**src/cpe_pkg.sv**
```systemverilog
`timescale 1ns / 1ps
// Shared types and constants for the Cologne phonetic encoder.
// No dependencies; imported by every module of the block.
package cpe_pkg;

    localparam logic [3:0] SYM_H    = 4'd10;  // separator symbol for h
    localparam logic [3:0] SYM_NONE = 4'd15;  // no symbol seen yet
    localparam logic [7:0] CH_SPACE = 8'h20;

    localparam int QDEPTH = 2;
    localparam int QAW    = $clog2(QDEPTH);

    // One result beat as it leaves the block
    typedef struct packed {
        logic [3:0] digit;
        logic       valid;
        logic       last;
    } t_result;

    // Results caused by one accepted byte; num holds the count minus one
    typedef struct packed {
        t_result [3:0] res;
        logic [1:0]    num;
    } t_entry;

endpackage

```
**src/cpe_front.sv**
```systemverilog
`timescale 1ns / 1ps
// Front end: holds the byte window, codes bytes and filters repeats.
// Depends on cpe_pkg; pushes one t_entry per byte that causes results.
module cpe_front
    import cpe_pkg::*;
(
    input  logic       i_clk,
    input  logic       i_rst_n,
    input  logic       i_accept,
    input  logic [7:0] i_ch,
    input  logic       i_last,
    output logic       o_push,
    output t_entry     o_entry
);

    typedef struct packed {
        logic [1:0] n;
        logic [3:0] s0;
        logic [3:0] s1;
    } t_syms;

    function automatic t_syms classify(input logic [7:0] p, input logic [7:0] c,
                                       input logic [7:0] n, input logic first);
        t_syms r;
        r = '{n: 2'd1, s0: 4'd0, s1: 4'd0};
        if (first && c == "c") begin
            r.s0 = (n == "a" || n == "h" || n == "k" || n == "l" || n == "o" ||
                    n == "q" || n == "r" || n == "u" || n == "x") ? 4'd4 : 4'd8;
        end else if (c == "p" && n == "h") begin
            r.s0 = 4'd3;
        end else if (c == "d" || c == "t") begin
            r.s0 = (n == "s" || n == "c" || n == "z") ? 4'd8 : 4'd2;
        end else if (c == "x") begin
            if (p == "c" || p == "k" || p == "q") begin
                r.s0 = 4'd8;
            end else begin
                r.n  = 2'd2;
                r.s0 = 4'd4;
                r.s1 = 4'd8;
            end
        end else if (c == "c") begin
            if (p == "s" || p == "z") r.s0 = 4'd8;
            else r.s0 = (n == "a" || n == "o" || n == "u" || n == "h" || n == "k" ||
                         n == "x" || n == "q") ? 4'd4 : 4'd8;
        end else if (c == "h") begin
            r.s0 = SYM_H;
        end else if (c == "a" || c == "e" || c == "i" || c == "j" || c == "o" ||
                     c == "u" || c == "y") begin
            r.s0 = 4'd0;
        end else if (c == "b" || c == "p") begin
            r.s0 = 4'd1;
        end else if (c == "f" || c == "v" || c == "w") begin
            r.s0 = 4'd3;
        end else if (c == "g" || c == "k" || c == "q") begin
            r.s0 = 4'd4;
        end else if (c == "l") begin
            r.s0 = 4'd5;
        end else if (c == "r") begin
            r.s0 = 4'd7;
        end else if (c == "m" || c == "n") begin
            r.s0 = 4'd6;
        end else if (c == "s" || c == "z") begin
            r.s0 = 4'd8;
        end else begin
            r.n = 2'd0;
        end
        return r;
    endfunction

    logic [7:0] r_prev, n_prev;
    logic [7:0] r_cur;
    logic       r_hold, n_hold;
    logic       r_first, n_first;
    logic [3:0] r_last_sym, n_last_sym;
    logic       r_seen, n_seen;

    t_syms      w_a, w_b;
    logic       w_first_b;
    logic [7:0] w_prev_b;
    t_entry     w_entry;
    logic [2:0] w_cnt;

    always_comb begin
        logic [3:0] ls;
        logic       sn;
        logic [3:0] s;
        logic       en;
        logic [1:0] nn;
        ls = r_last_sym;
        sn = r_seen;
        s  = 4'd0;
        en = 1'b0;
        nn = 2'd0;
        w_cnt     = 3'd0;
        w_entry   = '0;
        w_first_b = r_hold ? 1'b0 : r_first;
        w_prev_b  = r_hold ? r_cur : r_prev;
        w_a = classify(r_prev, r_cur, i_ch, r_first);
        w_b = classify(w_prev_b, i_ch, CH_SPACE, w_first_b);
        // held byte first, then the final byte when the word ends here
        for (int b = 0; b < 2; b++) begin
            for (int j = 0; j < 2; j++) begin
                en = (b == 0) ? r_hold : i_last;
                nn = (b == 0) ? w_a.n : w_b.n;
                if (b == 0) s = (j == 0) ? w_a.s0 : w_a.s1;
                else        s = (j == 0) ? w_b.s0 : w_b.s1;
                if (en && (2'(j) < nn) && s != ls) begin
                    ls = s;
                    if (s != SYM_H && !(s == 4'd0 && sn)) begin
                        sn = 1'b1;
                        w_entry.res[w_cnt[1:0]] = '{digit: s, valid: 1'b1, last: 1'b0};
                        w_cnt = w_cnt + 3'd1;
                    end
                end
            end
        end
        if (i_last) begin
            if (w_cnt == 3'd0) begin
                w_entry.res[0] = '{digit: 4'd0, valid: 1'b0, last: 1'b1};
                w_cnt = 3'd1;
            end else begin
                w_entry.res[2'(w_cnt - 3'd1)].last = 1'b1;
            end
        end
        w_entry.num = 2'(w_cnt - 3'd1);

        if (i_last) begin
            n_prev     = CH_SPACE;
            n_hold     = 1'b0;
            n_first    = 1'b1;
            n_last_sym = SYM_NONE;
            n_seen     = 1'b0;
        end else begin
            n_prev     = w_prev_b;
            n_hold     = 1'b1;
            n_first    = w_first_b;
            n_last_sym = ls;
            n_seen     = sn;
        end
    end

    assign o_push  = i_accept && (w_cnt != 3'd0);
    assign o_entry = w_entry;

    always_ff @(posedge i_clk) begin
        if (!i_rst_n) begin
            r_prev     <= CH_SPACE;
            r_hold     <= 1'b0;
            r_first    <= 1'b1;
            r_last_sym <= SYM_NONE;
            r_seen     <= 1'b0;
        end else if (i_accept) begin
            r_prev     <= n_prev;
            r_hold     <= n_hold;
            r_first    <= n_first;
            r_last_sym <= n_last_sym;
            r_seen     <= n_seen;
        end
    end

    always_ff @(posedge i_clk) begin
        if (i_accept) r_cur <= i_ch;
    end

endmodule

```
**src/cpe_queue.sv**
```systemverilog
`timescale 1ns / 1ps
// Short queue of result entries between front and back end.
// Depends on cpe_pkg for t_entry and the queue depth.
module cpe_queue
    import cpe_pkg::*;
(
    input  logic   i_clk,
    input  logic   i_rst_n,
    input  logic   i_push,
    input  t_entry i_entry,
    input  logic   i_pop,
    output logic   o_full,
    output logic   o_empty,
    output t_entry o_head
);

    t_entry           r_mem [QDEPTH];
    logic [QAW-1:0]   r_wp, r_rp;
    logic [QAW:0]     r_cnt;

    assign o_full  = (r_cnt == (QAW+1)'(QDEPTH));
    assign o_empty = (r_cnt == '0);
    assign o_head  = r_mem[r_rp];

    always_ff @(posedge i_clk) begin
        if (!i_rst_n) begin
            r_wp  <= '0;
            r_rp  <= '0;
            r_cnt <= '0;
        end else begin
            if (i_push) r_wp <= (r_wp == QAW'(QDEPTH - 1)) ? '0 : r_wp + QAW'(1);
            if (i_pop)  r_rp <= (r_rp == QAW'(QDEPTH - 1)) ? '0 : r_rp + QAW'(1);
            if (i_push && !i_pop)      r_cnt <= r_cnt + (QAW+1)'(1);
            else if (!i_push && i_pop) r_cnt <= r_cnt - (QAW+1)'(1);
        end
    end

    always_ff @(posedge i_clk) begin
        if (i_push) r_mem[r_wp] <= i_entry;
    end

endmodule

```
**src/cpe_back.sv**
```systemverilog
`timescale 1ns / 1ps
// Back end: walks through queued entries and sends one result per beat.
// Depends on cpe_pkg; owns the output register of the master side.
module cpe_back
    import cpe_pkg::*;
(
    input  logic   i_clk,
    input  logic   i_rst_n,
    input  logic   i_empty,
    input  t_entry i_head,
    output logic   o_pop,
    output logic   o_valid,
    input  logic   i_ready,
    output t_result o_res
);

    logic       r_busy;
    t_entry     r_ent;
    logic [1:0] r_idx;
    logic       r_ov;
    t_result    r_out;

    logic w_free, w_load, w_done;

    assign w_free = !r_ov || i_ready;
    assign w_load = r_busy && w_free;
    assign w_done = (r_idx == r_ent.num);
    assign o_pop  = !i_empty && (!r_busy || (w_load && w_done));

    always_ff @(posedge i_clk) begin
        if (!i_rst_n) begin
            r_busy <= 1'b0;
            r_ov   <= 1'b0;
            r_idx  <= 2'd0;
        end else begin
            if (w_free) r_ov <= r_busy;
            if (o_pop) begin
                r_busy <= 1'b1;
                r_idx  <= 2'd0;
            end else if (w_load) begin
                if (w_done) r_busy <= 1'b0;
                else        r_idx  <= r_idx + 2'd1;
            end
        end
    end

    always_ff @(posedge i_clk) begin
        if (o_pop)  r_ent <= i_head;
        if (w_load) r_out <= r_ent.res[r_idx];
    end

    assign o_valid = r_ov;
    assign o_res   = r_out;

endmodule

```
**src/cologne_phonetic_encoder.sv**
```systemverilog
`timescale 1ns / 1ps
// Cologne phonetic encoder, top level: front end, entry queue and back end.
// Depends on cpe_pkg, cpe_front, cpe_queue and cpe_back.
//
// Feed a lower-case word one byte per beat on the slave side, with tlast on
// its final byte; the code digits come out one per beat on the master side,
// tlast marking the word's last result. A word end that yields no digit gives
// one beat with tuser low (no digit) and tlast high. A byte is coded once its
// follower has arrived, so results of a byte appear with the next beat or at
// the word end. A byte is taken every cycle while the two-entry queue has
// room; the back end sends one result per cycle while the receiver is
// ready, so a byte with several results slows the input; an x at a word
// end can cause up to four. From an empty queue, an entry passes the back
// end's entry and output registers before its first result beat.
module cologne_phonetic_encoder
    import cpe_pkg::*;
(
    input  logic       i_clk,
    input  logic       i_rst_n,
    // slave side: one byte of the word per beat
    input  logic       i_s_tvalid,
    output logic       o_s_tready,
    input  logic [7:0] i_s_tdata,    // [7:0] ch
    input  logic       i_s_tlast,    // last_of_word
    // master side: one code result per beat
    output logic       o_m_tvalid,
    input  logic       i_m_tready,
    output logic [7:0] o_m_tdata,    // [3:0] code_digit, [7:4] zero
    output logic       o_m_tuser,    // digit_valid
    output logic       o_m_tlast     // word_end
);

    logic    w_accept;
    logic    w_push, w_pop, w_full, w_empty;
    t_entry  w_entry, w_head;
    t_result w_res;

    // Taking a byte only needs room in the queue for its entry
    assign o_s_tready = !w_full;
    assign w_accept   = i_s_tvalid && o_s_tready;

    cpe_front u_front (
        .i_clk    (i_clk),
        .i_rst_n  (i_rst_n),
        .i_accept (w_accept),
        .i_ch     (i_s_tdata),
        .i_last   (i_s_tlast),
        .o_push   (w_push),
        .o_entry  (w_entry)
    );

    cpe_queue u_queue (
        .i_clk   (i_clk),
        .i_rst_n (i_rst_n),
        .i_push  (w_push),
        .i_entry (w_entry),
        .i_pop   (w_pop),
        .o_full  (w_full),
        .o_empty (w_empty),
        .o_head  (w_head)
    );

    cpe_back u_back (
        .i_clk   (i_clk),
        .i_rst_n (i_rst_n),
        .i_empty (w_empty),
        .i_head  (w_head),
        .o_pop   (w_pop),
        .o_valid (o_m_tvalid),
        .i_ready (i_m_tready),
        .o_res   (w_res)
    );

    assign o_m_tdata = {4'd0, w_res.digit};
    assign o_m_tuser = w_res.valid;
    assign o_m_tlast = w_res.last;

endmodule

```
**config.mk**
```make
export PLATFORM = sky130hd
export DESIGN_NAME = cologne_phonetic_encoder
export DESIGN_NICKNAME = d
export VERILOG_FILES = /design/src/cpe_pkg.sv /design/src/cpe_front.sv /design/src/cpe_queue.sv /design/src/cpe_back.sv /design/src/cologne_phonetic_encoder.sv
export SDC_FILE = /design/constraint.sdc
export NUM_CORES = 1
export LEC_CHECK = 0
export BUFFER_PORTS_ARGS = -buffer_cell sky130_fd_sc_hd__buf_2
export CAP_MARGIN = 20
export CORE_UTILIZATION = 56
export CTS_CLUSTER_DIAMETER = 100
export CTS_CLUSTER_SIZE = 14
export DETAILED_ROUTE_END_ITERATION = 8
export PLACE_DENSITY = 0.76
export SYNTH_ARGS = -nofsm -noshare
export SYNTH_HDL_FRONTEND = slang
export SYNTH_SLANG_ARGS = --single-unit
```
**constraint.sdc**
```tcl
create_clock -name i_clk -period 10.05 [get_ports i_clk]
set_input_delay 3.015 -clock i_clk [delete_from_list [all_inputs] [get_ports i_clk]]
set_output_delay 3.015 -clock i_clk [all_outputs]
set_load 0.005 [all_outputs]
```
==> out/qor.csv <==
metric,value,unit
place_congestion,0.971,
grtUsageMet2,38.1,%
dr.pass1.iters,7,
cpLargestDelayFamily,simple AND/OR/NAND/NOR gates,
powerDensity,213,mW/mm2
rsz0062_at_grt,no,
p_leak,2.59,nW
grt_pass1_wl,21300,um
setup_violations,0,
grt_antenna_before_repair,0,
synth_cell_type_count,77,
nets,606,
ctsHoldBuffers,0,
cts_buffer_depth,2,
grtUsageTotal,24.6,%
fmax,0.108,GHz
holdCritStartpoint,u_front.r_prev[2],
wl_per_cell,18.6,um
slowest_stage,or4_4,
hold_violations,0,
status,completed,
async_flop_share,0,%
cpPeakStageDelay,0.57,ns
cts_tree,yes,
vias,4478,
yosys-top-cells-area,"edfxtp_1 44%, dfxtp_1 7.3%, mux2_2 4.7%",
wl,13600,um
tightest_slew,1.00,ns
final_layout_size_suffix_gt1_share,18.6,%
cts_num_sinks,115,
critPathCaptureType,register,
postRouteAntennaNets,0,
io_pins,25,
portBuffers,20,
cts_setup_buffers,0,
die_w,108,um
place_area,0.00646,mm2
critPathMostFrequentCell,ha_1,
final_cells,731,
fin_tns_setup,0,ns
coreArea,0.0109,mm2
critPathMaxFanout,7,
path_clk_slew,0.06,ns
start_kind,primary input,
globalRouteOverflowTotal,0,
synth_area,0.00628,mm2
routed_via_density,6.13,
drt_iter0_markers,540,
max-slew-margin-rel,33.2,%
use_met3,6.72,%
synth_most_common_cell,edfxtp_1,
regToRegEndpoint,u_queue.r_cnt[1],
cts_repair_resize_count,0,
multiInputGateArea,0.00284,mm2
synthCells,562,
required,10.51,ns
ir_drop,177,uV
antennaDiodeCount,0,
cts-root-buf,clkbuf_8,
fillers,825,
regArea,0.00322,mm2
clkLatencyLatePin,0.53,ns
synth_edf_count,92,
reg2reg_depth,29,
synth_area_per_cell,11.2,um2
period_minus_slack,9.26,ns
crit_buf_inv,4,
synth-seq-area-share,51.3,%
arrival,9.72,ns
dieArea,0.0116,mm2
rrSetupSlack,3.10,ns
synthTopCellsByCount,"92 x edfxtp_1, 55 x nand2_1, 45 x nor2_1, 26 x mux2_2",
period_share,92.1,%
grt_pass1_vias,4231,
synth_ff_type,edfxtp_1,
r2r_start,u_front.r_cur[0],
criticalPathCategory,primary input to register,
drc,0,
h-tree-depth,4,
slew_violations,0,
finalInstanceArea,0.00700,mm2
synth_top_cell_by_area,edfxtp_1,
grtUsageMet1,32.9,%
yosysWarnings,0,
total_power,1.49,mW
die_h,108,um
yosys_register_bits,115,
dp.cells,699,
finClkSkew,0.00695,ns
whs_path_depth,2,
start_util,57.7,%
holdPathEnd,u_front.r_prev[2],
hold_path_class,register to register,
syn_to_final_growth,11.4,%
grt_max_degree,28,
synth_top_area_share,44.0,%
numCtsBuffers,17,
maxCapViolations,0,
top_usage_layer,met2,
num_rows,38,
dp.final_hpwl,9560,um
## layout make-up
type | count | area share [%]
timing repair buffer | 27 | 2.47
multi-input combinational | 398 | 40.7
tap | 140 | 2.50
clock inverter | 14 | 1.31
sequential | 115 | 46.1
clock buffer | 17 | 5.92
inverter | 20 | 1.07
## tightest hold or removal path: stages (launching register included)
cell and delay (ns):
dfxtp_1 0.32, a22oi_1 0.07, nor2_1 0.07
## power breakdown
| part | internal [mW] | total (mW) | leakage, nW | switching, mW |
|---|---|---|---|---|
| registers | 0.630 | 0.677 | 1.07 | 0.0473 |
| clock network | 0.298 | 0.510 | 0.237 | 0.213 |
| logic | 0.136 | 0.304 | 1.28 | 0.167 |
| total | 1.06 | 1.49 | 2.59 | 0.427 |
## through the flow
stage                     hold WS (ns)  utilization, %  setup slack [ns]
after floorplan                  0.448               -             0.372
after global placement           0.461            59.4             0.622
after detailed placement         0.479            59.4             0.389
after CTS                        0.492            64.0             0.910
after global routing             0.533            64.2             0.310
final                            0.498            64.2             0.790
## logic make-up after synthesis
kind of cell / Yosys count / synth area share, %
multiplexers: 44 / 9.02
XOR/XNOR: 19 / 2.77
AO/OA/AOI/OAI: 104 / 11.6
other: 1 / 0.0597
AND/OR/NAND/NOR: 213 / 18.6
buffers and inverters: 52 / 3.78
flip-flops: 115 / 51.3
adder cells (fa/ha/maj): 14 / 2.79
## layer usage
layer  share of wire [%]  routed length [um]  up-vias
met1                  45                6150     2152
li1                    -                   -     2107
met5                   0                   0        -
met3                 6.3                 852       44
met2                  46                6220      175
met4                 2.6                 347        0
## worst max-delay path by stage
stage / slack [ns] / to / cells past startpoint / from
3_3_place_gp: 0.62 / u_queue.r_cnt[1] / 30 / i_s_tdata[7]
3_5_place_dp: 0.39 / u_queue.r_cnt[1] / 30 / i_s_tdata[7]
4_1_cts: 0.91 / u_queue.r_cnt[1] / 30 / i_s_tdata[7]
6_report: 0.79 / u_queue.r_cnt[1] / 30 / i_s_tdata[7]
5_1_grt: 0.31 / u_queue.r_cnt[1] / 30 / i_s_tdata[1]
2_1_floorplan: 0.37 / u_queue.r_mem[0][0] / 27 / i_s_tdata[7]
## registers in the layout, summed over array words and instances (netlist names)
register,flops
u_queue.r_mem,52
u_back.r_ent,26
u_front.r_cur,8
u_front.r_prev,8
u_back.o_res,6
u_front.r_last_sym,4
u_back.r_idx,2
u_queue.r_cnt,2
u_back.o_valid,1
u_back.r_busy,1
u_front.r_first,1
u_front.r_hold,1
u_front.r_seen,1
u_queue.r_rp,1
u_queue.r_wp,1
## placed cells by master, fill, tap and decap left out, types with 15 or more instances in the layout
cell / count
edfxtp_1: 92
nand2_1: 55
nor2_1: 45
mux2_2: 26
o21ai_0: 23
dfxtp_1: 23
buf_2: 20
inv_1: 19
clkbuf_16: 16
a21oi_1: 15
Note: power is estimated with default switching activity, not from simulation.
